[config.mk]
export PLATFORM = sky130hd
export DESIGN_NAME = pes_header_stream_parser_core
export DESIGN_NICKNAME = d
export VERILOG_FILES = /design/src/sv/pes_hsp_pkg.sv /design/src/sv/pes_header_stream_parser_core.sv
export SDC_FILE = /design/constraint.sdc
export NUM_CORES = 1
export LEC_CHECK = 0
export BUFFER_PORTS_ARGS = -buffer_cell sky130_fd_sc_hd__buf_2
export CAP_MARGIN = 20
export CORE_MARGIN = 1
export CORE_UTILIZATION = 50
export CTS_BUF_LIST = sky130_fd_sc_hd__clkbuf_8 sky130_fd_sc_hd__clkbuf_16
export DETAILED_ROUTE_END_ITERATION = 8
export GPL_ROUTABILITY_DRIVEN = 0
export GPL_TIMING_DRIVEN = 0
export PLACE_DENSITY = 0.69
export SETUP_SLACK_MARGIN = 0.15
export SYNTH_ARGS = -nofsm -noshare
export SYNTH_HDL_FRONTEND = slang
export SYNTH_SLANG_ARGS = --single-unit
export TNS_END_PERCENT = 5
[constraint.sdc]
create_clock -name clk_i -period 23.7 [get_ports clk_i]
set_input_delay 1.185 -clock clk_i [delete_from_list [all_inputs] [get_ports clk_i]]
set_output_delay 1.185 -clock clk_i [all_outputs]
set_load 0.02 [all_outputs]
[src/sv/pes_hsp_pkg.sv]
// ----------------------------------------------------------------------------
// pes_hsp_pkg
// shared types, codes and helpers of the PES header stream parser
// ----------------------------------------------------------------------------
package pes_hsp_pkg;

  typedef enum logic [1:0] {
    PH_HUNT = 2'd0,
    PH_HEAD = 2'd1,
    PH_SKIP = 2'd2
  } phase_e;

  typedef enum logic [2:0] {
    ST_OK       = 3'd0,
    ST_MARKER   = 3'd1,
    ST_HDR_LEN  = 3'd2,
    ST_PTS_PFX  = 3'd3,
    ST_DTS_PFX  = 3'd4,
    ST_ZERO_LEN = 3'd5
  } status_e;

  localparam int unsigned CfgIdxW = 2;
  localparam logic [CfgIdxW-1:0] REG_AUDIO_ID  = 2'd0;
  localparam logic [CfgIdxW-1:0] REG_VIDEO_NIB = 2'd1;
  localparam logic [CfgIdxW-1:0] REG_SKIP      = 2'd2;

  localparam logic [7:0] AUDIO_ID_RST  = 8'hC0;
  localparam logic [3:0] VIDEO_NIB_RST = 4'hE;
  localparam logic       SKIP_RST      = 1'b1;

  localparam logic [23:0] WIN_IDLE  = 24'hFFFFFF;
  localparam logic [23:0] WIN_START = 24'h000001;

  localparam logic [5:0] IDX_FIRST   = 6'd4;
  localparam logic [5:0] IDX_LEN_LO  = 6'd5;
  localparam logic [5:0] IDX_MARKER  = 6'd6;
  localparam logic [5:0] IDX_FLAGS   = 6'd7;
  localparam logic [5:0] IDX_HDR_LEN = 6'd8;
  localparam logic [5:0] IDX_PTS     = 6'd9;
  localparam logic [5:0] IDX_PTS_END = 6'd13;
  localparam logic [5:0] IDX_DTS     = 6'd14;
  localparam logic [5:0] IDX_DTS_END = 6'd18;
  localparam logic [5:0] IDX_EXT     = 6'd20;
  localparam logic [5:0] IDX_EXT_END = 6'd23;
  localparam logic [5:0] IDX_TYPE    = 6'd29;
  localparam logic [5:0] IDX_LAST    = 6'd35;

  localparam logic [7:0] MARKER_MASK = 8'hC0;
  localparam logic [7:0] MARKER_VAL  = 8'h80;
  localparam logic [7:0] HDR_LEN_VAL = 8'd27;
  localparam logic [3:0] PFX_PTS_DTS = 4'h3;
  localparam logic [3:0] PFX_PTS     = 4'h2;
  localparam logic [3:0] PFX_DTS     = 4'h1;
  localparam logic [7:0] VIDEO_MIN   = 8'hE0;

  // one byte of a 33-bit time stamp, pos counts from the prefix byte
  function automatic logic [32:0] ts_step(logic [32:0] acc, logic [2:0] pos,
                                          logic [7:0] b);
    logic [32:0] r;
    unique case (pos)
      3'd0:          r = {30'd0, b[3:1]};
      3'd1, 3'd3:    r = {acc[24:0], b};
      default:       r = {acc[25:0], b[7:1]};
    endcase
    return r;
  endfunction

endpackage

[src/sv/pes_header_stream_parser_core.sv]
// ----------------------------------------------------------------------------
// pes_header_stream_parser_core
// PES header parser: start code hunt, fixed 36-byte header walk, one result
// per header, optional payload skip
// ----------------------------------------------------------------------------
// Usage: bytes enter on the input channel (in_valid_i / in_stall_o,
// data_byte_i), one byte per cycle. After 00 00 01 and an accepted stream id
// the block walks 32 more header bytes; the request that carries header
// byte 35 produces one result request on the output channel (out_valid_o /
// out_stall_i) with status, ids, flags, time stamps, length and frame type.
// The result appears the cycle after header byte 35 is accepted. Throughput:
// one byte per cycle; every byte only updates the phase, sync window, byte and
// skip counters and field registers, all set in a single register stage. A
// held result sits in the output register while further bytes are still
// accepted; only header byte 35 waits (in_stall_o high) while that register
// is full and stalled. Configuration registers (audio id, video id nibble,
// skip flag) are written through cfg_we_i / cfg_idx_i / cfg_wdata_i; the user
// must do so only while the parser is idle, which the block does not enforce.
// Reset clears the parser to hunting with an all-ones sync window and loads
// the default register values; no result is pending after reset.
// ----------------------------------------------------------------------------
module pes_header_stream_parser_core (
  input  logic                           clk_i,
  input  logic                           rst_ni,
  input  logic                           cfg_we_i,
  input  logic [pes_hsp_pkg::CfgIdxW-1:0] cfg_idx_i,
  input  logic [7:0]                     cfg_wdata_i,
  input  logic                           in_valid_i,
  output logic                           in_stall_o,
  input  logic [7:0]                     data_byte_i,
  output logic                           out_valid_o,
  input  logic                           out_stall_i,
  output logic [2:0]                     status_o,
  output logic [7:0]                     pes_id_o,
  output logic                           is_video_o,
  output logic                           has_pts_o,
  output logic                           has_dts_o,
  output logic [32:0]                    pts_o,
  output logic [32:0]                    dts_o,
  output logic [31:0]                    es_length_o,
  output logic [3:0]                     pic_type_o
);
  import pes_hsp_pkg::*;

  logic [7:0]  audio_id_q;
  logic [3:0]  video_nib_q;
  logic        skip_en_q;

  phase_e      phase_q, phase_d;
  logic [23:0] win_q, win_d;
  logic [5:0]  idx_q, idx_d;
  logic [7:0]  id_q, id_d;
  logic [7:0]  flags_q, flags_d;
  logic [2:0]  err_q, err_d;
  logic [32:0] pts_q, pts_d;
  logic [32:0] dts_q, dts_d;
  logic [15:0] slen_q, slen_d;
  logic [31:0] llen_q, llen_d;
  logic [3:0]  type_q, type_d;
  logic [31:0] skip_q, skip_d;

  logic        out_valid_q, out_valid_d;
  logic [2:0]  status_q;
  logic [7:0]  pes_id_q;
  logic        is_video_q, has_pts_q, has_dts_q;
  logic [32:0] pts_out_q, dts_out_q;
  logic [31:0] len_out_q;
  logic [3:0]  type_out_q;

  logic        in_acc;
  logic        head_last;
  logic        hunt_hit;
  logic        pf, df;
  logic [31:0] len;
  logic [2:0]  fin_err;
  logic        hdr_ok;
  logic        skip_done;
  logic [7:0]  b;

  assign b         = data_byte_i;
  assign head_last = (phase_q == PH_HEAD) && (idx_q == IDX_LAST);
  assign in_stall_o = out_valid_q && out_stall_i && head_last;
  assign in_acc    = in_valid_i && !in_stall_o;
  assign hunt_hit  = (win_q == WIN_START) && ((b == audio_id_q) || (b[7:4] == video_nib_q));
  assign pf        = flags_q[7];
  assign df        = flags_q[6];
  assign len       = flags_q[0] ? llen_q : {16'd0, slen_q};
  assign fin_err   = (err_q != ST_OK) ? err_q
                   : ((len == 32'd0) ? ST_ZERO_LEN : ST_OK);
  assign hdr_ok    = (fin_err == ST_OK);
  assign skip_done = (skip_q == 32'd1);

  // configuration registers
  always_ff @(posedge clk_i or negedge rst_ni) begin
    if (!rst_ni) begin
      audio_id_q  <= AUDIO_ID_RST;
      video_nib_q <= VIDEO_NIB_RST;
      skip_en_q   <= SKIP_RST;
    end else if (cfg_we_i) begin
      unique case (cfg_idx_i)
        REG_AUDIO_ID:  audio_id_q  <= cfg_wdata_i;
        REG_VIDEO_NIB: video_nib_q <= cfg_wdata_i[3:0];
        REG_SKIP:      skip_en_q   <= cfg_wdata_i[0];
        default: ;
      endcase
    end
  end

  // phase sequencing
  always_comb begin
    phase_d = phase_q;
    if (in_acc) begin
      unique case (phase_q)
        PH_HEAD: begin
          if (idx_q == IDX_LAST) begin
            phase_d = (hdr_ok && skip_en_q) ? PH_SKIP : PH_HUNT;
          end
        end
        PH_SKIP: begin
          if (skip_done) phase_d = PH_HUNT;
        end
        default: begin
          phase_d = hunt_hit ? PH_HEAD : PH_HUNT;
        end
      endcase
    end
  end

  // header fields
  always_comb begin
    win_d   = win_q;
    idx_d   = idx_q;
    id_d    = id_q;
    flags_d = flags_q;
    err_d   = err_q;
    pts_d   = pts_q;
    dts_d   = dts_q;
    slen_d  = slen_q;
    llen_d  = llen_q;
    type_d  = type_q;
    skip_d  = skip_q;
    if (in_acc) begin
      unique case (phase_q)
        PH_SKIP: begin
          skip_d = skip_q - 32'd1;
          if (skip_done) win_d = WIN_IDLE;
        end
        PH_HEAD: begin
          if (idx_q == IDX_FIRST) slen_d = {b, 8'd0};
          else if (idx_q == IDX_LEN_LO) slen_d = {slen_q[15:8], b};
          else if (idx_q == IDX_MARKER) begin
            if ((b & MARKER_MASK) != MARKER_VAL && err_q == ST_OK) err_d = ST_MARKER;
          end else if (idx_q == IDX_FLAGS) flags_d = b;
          else if (idx_q == IDX_HDR_LEN) begin
            if (b != HDR_LEN_VAL && err_q == ST_OK) err_d = ST_HDR_LEN;
          end else if (idx_q >= IDX_PTS && idx_q <= IDX_PTS_END) begin
            if (idx_q == IDX_PTS && pf && err_q == ST_OK
                && b[7:4] != (df ? PFX_PTS_DTS : PFX_PTS)) err_d = ST_PTS_PFX;
            pts_d = ts_step(pts_q, 3'(idx_q - IDX_PTS), b);
          end else if (idx_q >= IDX_DTS && idx_q <= IDX_DTS_END) begin
            if (idx_q == IDX_DTS && pf && df && err_q == ST_OK
                && b[7:4] != PFX_DTS) err_d = ST_DTS_PFX;
            dts_d = ts_step(dts_q, 3'(idx_q - IDX_DTS), b);
          end else if (idx_q >= IDX_EXT && idx_q <= IDX_EXT_END) begin
            llen_d = {llen_q[23:0], b};
          end else if (idx_q == IDX_TYPE) type_d = b[3:0];

          if (idx_q == IDX_LAST) begin
            idx_d  = 6'd0;
            win_d  = WIN_IDLE;
            err_d  = fin_err;
            skip_d = (hdr_ok && skip_en_q) ? len : skip_q;
          end else begin
            idx_d = idx_q + 6'd1;
          end
        end
        default: begin
          if (hunt_hit) begin
            idx_d   = IDX_FIRST;
            id_d    = b;
            flags_d = 8'd0;
            err_d   = ST_OK;
            pts_d   = 33'd0;
            dts_d   = 33'd0;
            slen_d  = 16'd0;
            llen_d  = 32'd0;
            type_d  = 4'd0;
            win_d   = WIN_IDLE;
          end else begin
            win_d = {win_q[15:0], b};
          end
        end
      endcase
    end
  end

  always_ff @(posedge clk_i or negedge rst_ni) begin
    if (!rst_ni) begin
      phase_q <= PH_HUNT;
      win_q   <= WIN_IDLE;
      idx_q   <= 6'd0;
      id_q    <= 8'd0;
      flags_q <= 8'd0;
      err_q   <= ST_OK;
      pts_q   <= 33'd0;
      dts_q   <= 33'd0;
      slen_q  <= 16'd0;
      llen_q  <= 32'd0;
      type_q  <= 4'd0;
      skip_q  <= 32'd0;
    end else begin
      phase_q <= phase_d;
      win_q   <= win_d;
      idx_q   <= idx_d;
      id_q    <= id_d;
      flags_q <= flags_d;
      err_q   <= err_d;
      pts_q   <= pts_d;
      dts_q   <= dts_d;
      slen_q  <= slen_d;
      llen_q  <= llen_d;
      type_q  <= type_d;
      skip_q  <= skip_d;
    end
  end

  // result register
  always_comb begin
    out_valid_d = out_valid_q;
    if (in_acc && head_last) out_valid_d = 1'b1;
    else if (!out_stall_i) out_valid_d = 1'b0;
  end

  always_ff @(posedge clk_i or negedge rst_ni) begin
    if (!rst_ni) begin
      out_valid_q <= 1'b0;
    end else begin
      out_valid_q <= out_valid_d;
    end
  end

  always_ff @(posedge clk_i) begin
    if (in_acc && head_last) begin
      status_q    <= fin_err;
      pes_id_q    <= id_q;
      is_video_q  <= (id_q >= VIDEO_MIN);
      has_pts_q   <= pf;
      has_dts_q   <= df;
      pts_out_q   <= (hdr_ok && pf) ? pts_q : 33'd0;
      dts_out_q   <= (hdr_ok && pf && df) ? dts_q : 33'd0;
      len_out_q   <= hdr_ok ? len : 32'd0;
      type_out_q  <= hdr_ok ? type_q : 4'd0;
    end
  end

  assign out_valid_o  = out_valid_q;
  assign status_o     = status_q;
  assign pes_id_o     = pes_id_q;
  assign is_video_o   = is_video_q;
  assign has_pts_o    = has_pts_q;
  assign has_dts_o    = has_dts_q;
  assign pts_o        = pts_out_q;
  assign dts_o        = dts_out_q;
  assign es_length_o  = len_out_q;
  assign pic_type_o   = type_out_q;

endmodule

[After elaboration in Yosys (flattened, before gate mapping)]
Index checks and enable logic that the tools add are counted.
Widths: inputs -> output; s select.
Storage, ports and cells
  register bits after elaboration: 331
  input bits: 23
  output and inout bits: 118
Operators by class
  add/sub/neg operators: 4
  magnitude comparators: 7
  eq/ne operators: 52
  muxes and demuxes: 84
  bitwise gates (word level): 2
  reduce and logical (&&, ||, !) cells: 50
Operator list (count)
  $mux 33: 14
  $mux 32: 12
  $pmux 33 s2: 4
  $pmux 32 s2: 2
  $mux 24: 3
  $mux 8: 6
  $pmux 24 s2: 1
  $mux 3: 15
  $mux 4: 10
  $eq 32x1->1 const B: 1
  $logic_not 32->1: 1
  $mux 16: 2
  $pmux 16 s2: 1
  $sub 32x1->32 const B: 1
  $eq 24x1->1 const B: 1
  $eq 6x3->1 const B: 4
  $reduce_and 11->1: 2
  $logic_and 1x1->1: 21
  $ne 2x2->1 const B: 10
  $eq 6x4->1 const B: 3
  $ne 2x1->1 const B: 9
  $pmux 8 s2: 1
  $ge 6x4->1 const B: 2
  $le 6x5->1 const B: 2
  46 further kinds: 71

[Logic depth before layout (Yosys ltp)]
  depth after elaboration: 15
  mapped depth: 12
  depth with buffers taken out: 9

[Worst setup path after synthesis]
OpenSTA, ideal clock, no wires.
  path kind: input to register
  start: in in_valid_i
  end: reg skip_q[17]
  library setup time: 142 ps
  data arrival time: 14587 ps
  path slack: 8971 ps
  cell stages on the path: 7
  buffers on the path: 2
  path through: a21bo_2 -> nor4_1 -> nand2_1 -> a211oi_1 -> clkbuf_1 -> clkbuf_1 -> a211oi_1
On the way
  cells in the longest elaborated chain, start to end: 2
Ends and longest elaborated chain
  from (decl): line pes_header_stream_parser_core.sv:28  | input logic in_valid_i,
  $logic_and 1x1->1: line pes_header_stream_parser_core.sv:83  | assign in_acc = in_valid_i && !in_stall_o;
  $reduce_and 4->1 (no source line)
  to (signal assigned): line pes_header_stream_parser_core.sv:223  | skip_q <= skip_d;
  to (decl): line pes_header_stream_parser_core.sv:60  | logic [31:0] skip_q, skip_d;
No other way between the ends.
A chain may end at the register's enable or synchronous reset.

[Final worst setup path]
  start: in data_byte_i[4]
  end: reg dts_q[2]
On the way
  cells in the longest elaborated chain, start to end: 5
  elaborated cells on any way between the ends: 6
Ends and longest elaborated chain
  from (decl): line pes_header_stream_parser_core.sv:30  | input logic [7:0] data_byte_i,
  $eq 8x8->1 or $eq 4x4->1 (tied branches): line pes_header_stream_parser_core.sv:84  | assign hunt_hit = (win_q == WIN_START) && ((b == audio_id_q) || (b[7:4] == video_nib_q));
  $logic_or 1x1->1 *: line pes_header_stream_parser_core.sv:84
  $logic_and 1x1->1 *: line pes_header_stream_parser_core.sv:84
  $reduce_bool 2->1 (no source line) *
  $reduce_and 10->1 (no source line) *
  to (signal assigned): line pes_header_stream_parser_core.sv:219  | dts_q <= dts_d;
  to (decl): line pes_header_stream_parser_core.sv:56  | logic [32:0] dts_q, dts_d;
Mark *: on every way between the ends. The rest lies on a longest branch, timed or not.

==> results.yml <==
worst_setup_path:
  path_class: "in2reg"
  r2r_start: "idx_q[1]"
  cp-start-kind: "input port"
  rrSetupSlack_ns: 19.80
  worst-path-buf-inv: 3
  endpoint_kind: "flop"
  reg2reg_to: "skip_q[25]"
  cp_data_required_time_ns: 24.11
  slowest_stage: "o21ai_0"
  cpMostUsedCell: "clkbuf_1"
  path_cells: "clkbuf_1 > xnor2_1 > nand4_1 > o21ai_0 > nand3_1 > a21oi_1 > clkbuf_1 > buf_2 > o221ai_1 > o21a_1"
  cp_top_family: "buffers and inverters"
  arrival_ns: 4.46
  slowest_delay_ns: 0.60
  cp_max_fo: 10
  worst_r2r_path_depth: 11
  path_depth: 10
clock_tree:
  htree_levels: 2
  clock_sinks: 326
  clk-insertion-delay-late_ns: 0.53
  cts_resized: 0
  cts-root-buf: "clkbuf_16"
  cts_tree: "built"
  numCtsBuffers: 35
  cts_hold_buf: 0
  clock_path_buffers: 3
  clkTransAtPathRegs_ns: 0.06
  post_cts_buffers: 0
floorplanning:
  start_util_pct: 50.8
  num_rows: 63
  ioPinCount: 141
  die_w_um: 176
  design.core.area_um2: 29700
  die-area_um2: 30900
  die_y_um: 176
worst_hold_path:
  hp-class: "reg2reg"
  hold-path-endpoint: "pes_id_o[2]"
  hp-start: "id_q[2]"
  min_path_cells: 0
sta:
  rsz0062_at_grt: "no"
  worst_slew_pin_slew_ns: 1.02
  max_freq_mhz: 247
  setup_slack_ns: 19.65
  fin_crit_ns: 4.05
  tns_ns: 0
  skew_ns: 0.0245
  setup_viol: 0
  finalHoldViolCount: 0
  slew_viol_final: 0
  slew_headroom_pct: 31.1
  period_share_pct: 17.1
detailed_routing:
  dr.pass1.iters: 5
  via_count: 11700
  drt_iter0_drc: 1193
  wl_per_cell_um: 19.8
  wl_um: 38900
  post-route-drc-count: 0
  ant_nets: 0
  routed_via_density: 5.98
power_and_ir_drop:
  ir_drop_mv: 0.0554
  p_per_area_nw_per_um2: 68.2
  p_leak_uw: 0.00733
yosys:
  synthSimpleGateAreaFrac_pct: 16.0
  ys_ff_latch: 326
  syn_area_um2: 15100
  synth.avg_cell_area_um2: 11.2
  synth_fa_ha_area_share_pct: 1.08
  yosysWarnings: 0
  synth_compound_area_share_pct: 13.9
  synth_nets: 1389
  synthCells: 1353
  synth_area_leaders: "dfrtp_1 (30%), edfxtp_1 (23%), dfstp_2 (5.2%)"
  synth_top_family_by_area: "simple AND/OR/NAND/NOR gates"
  synthXorXnorAreaFrac_pct: 0.812
  synth-main-ff-cell: "dfrtp_1"
  synthMuxAreaShare_pct: 6.61
  ys_seq_area_share_pct: 58.1
  netlist.area_leader.share_pct: 29.8
  synth_top_cell_by_area: "dfrtp_1"
  async_reset_ff_share_pct: 64.4
  synth_edf_count: 116
  synth_cell_types: 71
run:
  drv_cap: 0
global_routing:
  first_global_vias: 11200
  overflow: 0
  gr-usage-all-layers_pct: 25.4
  antenna_found_initial: 0
  grt_start_max_net_pins: 80
  grt_pass1_wl_um: 61400
placed_design:
  dp_slack_ns: 19.20
  numPortBuffers: 138
  dp_hpwl_um: 27400
  dp_cells: 1899
cells_and_area:
  final_cells: 1963
  area_delta_synth_final_pct: 16.8
  final_nets: 1582
  final_layout_size_suffix_gt1_share_pct: 20.9
  diodes: 0
status:
  status: "completed"
[Yosys cell counts, types with 5 or more instances]
master    instances
dfrtp_1         180
edfxtp_1        116
nand2_1         116
nor2_1          103
clkbuf_1         85
mux2_2           62
a21oi_1          61
and2_1           54
nand3_1          50
and3_1           38
inv_1            36
o21ai_0          32
dfstp_2          30
mux2i_1          30
a22o_1           27
a22oi_1          27
o31ai_1          27
nor3_1           26
o22a_1           26
a211oi_1         22
nor4_1           21
ha_1             13
nand4_1          13
xnor2_1          13
o22ai_1          12
a31oi_1          10
nand2b_1          9
or2_2             9
buf_1             8
o21a_1            6
or3_1             6
a21o_1            5
nor4b_1           5
or4_1             5
[registers in the layout (all words and copies together) (netlist names), 3 cells and up]
signal / count
audio_id_q: 8
dts_o: 33
dts_q: 33
err_q: 3
es_length_o: 32
flags_q: 3
id_q: 8
idx_q: 6
llen_q: 32
pes_id_o: 8
pic_type_o: 4
pts_o: 33
pts_q: 33
skip_q: 32
slen_q: 16
status_o: 3
type_q: 4
video_nib_q: 4
win_q: 24
[kinds of logic after synthesis]
logic type                 count (synthesis)
buffers and inverters                    135
adders and majority gates                 13
muxes                                     92
xor gates and xnor gates                  14
AOI/OAI and AO/OA                        297
DFF                                      326
and+or+nand+nor                          476
[layout make-up]
class	instances	area, um^2
buffer	99	392
clock buffer	38	928
clock inverter	26	231
fill	2473	12100
inverter	36	135
multi-input combinational	892	5810
sequential	326	8780
tap	390	488
timing repair buffer	156	877
[worst max-delay path by stage]
stage	startpoint	to	slack, ns
3_5_place_dp	data_byte_i[4]	dts_q[2]	19.20
3_3_place_gp	in_valid_i	skip_q[24]	2.03
4_1_cts	data_byte_i[4]	dts_q[2]	19.75
5_1_grt	data_byte_i[4]	dts_q[2]	19.40
2_1_floorplan	in_valid_i	skip_q[17]	8.97
6_report	data_byte_i[4]	dts_q[2]	19.65
[worst reg2reg max path: cells and delay by family, from the launching register on]
kind,cells,cell delay (ns)
AND/OR/NAND/NOR,3,0.71
flip-flops,1,0.50
adder cells (fa/ha/maj),1,0.20
AO/OA/AOI/OAI,2,0.69
buffers and inverters,5,1.70
[report_power, final]
| part | switching, uW | total, uW | internal, uW |
|---|---|---|---|
| sequential | 10.1 | 609 | 599 |
| combinational | 24.1 | 42.7 | 18.6 |
| clock | 224 | 551 | 327 |
[routing by layer]
layer / wire length [um] / global-route usage, % / up-vias
li1: - / - / 5380
met1: 17100 / 35.8 / 5821
met2: 18100 / 40.1 / 445
met3: 2450 / 3.48 / 90
met4: 1180 / 9.35 / 0
met5: 0 / 0 / -
[cell usage in the layout, fill, tap and decap left out, drive strengths merged, types with 7 or more instances in the layout]
| cell | netlist | layout |
|---|---|---|
| nand4 | 13 | 13 |
| or3 | 7 | 7 |
| o31ai | 27 | 27 |
| o22ai | 12 | 12 |
| o22a | 26 | 26 |
| nor3 | 26 | 26 |
| o21ai | 36 | 36 |
| clkinv | 0 | 8 |
| or2 | 9 | 9 |
| nand2 | 116 | 116 |
| inv | 36 | 49 |
| mux2i | 30 | 30 |
| and3 | 38 | 38 |
| mux2 | 62 | 62 |
| dfstp | 30 | 30 |
| a21oi | 61 | 61 |
| buf | 14 | 170 |
| a211oi | 23 | 23 |
| a31oi | 10 | 10 |
| ha | 13 | 13 |
| nor2 | 103 | 103 |
| a22o | 27 | 27 |
| clkbuf | 85 | 123 |
| and2 | 54 | 54 |
| nand2b | 9 | 9 |
| nand3 | 50 | 50 |
| nor4 | 21 | 21 |
| edfxtp | 116 | 116 |
| xnor2 | 13 | 13 |
| dfrtp | 180 | 180 |
| a22oi | 27 | 27 |
[per-stage QoR]
step,area [um^2],hold slack [ns],utilization (%),total power (uW)
2_1_floorplan,15100,0.419,-,641
3_3_place_gp,16300,0.426,54.8,659
3_5_place_dp,16500,0.430,55.5,662
4_1_cts,17600,0.444,59.4,1210
5_1_grt,17600,0.457,59.4,1240
6_report,17600,0.444,59.4,1200
Power figures use the tool's default switching activity.
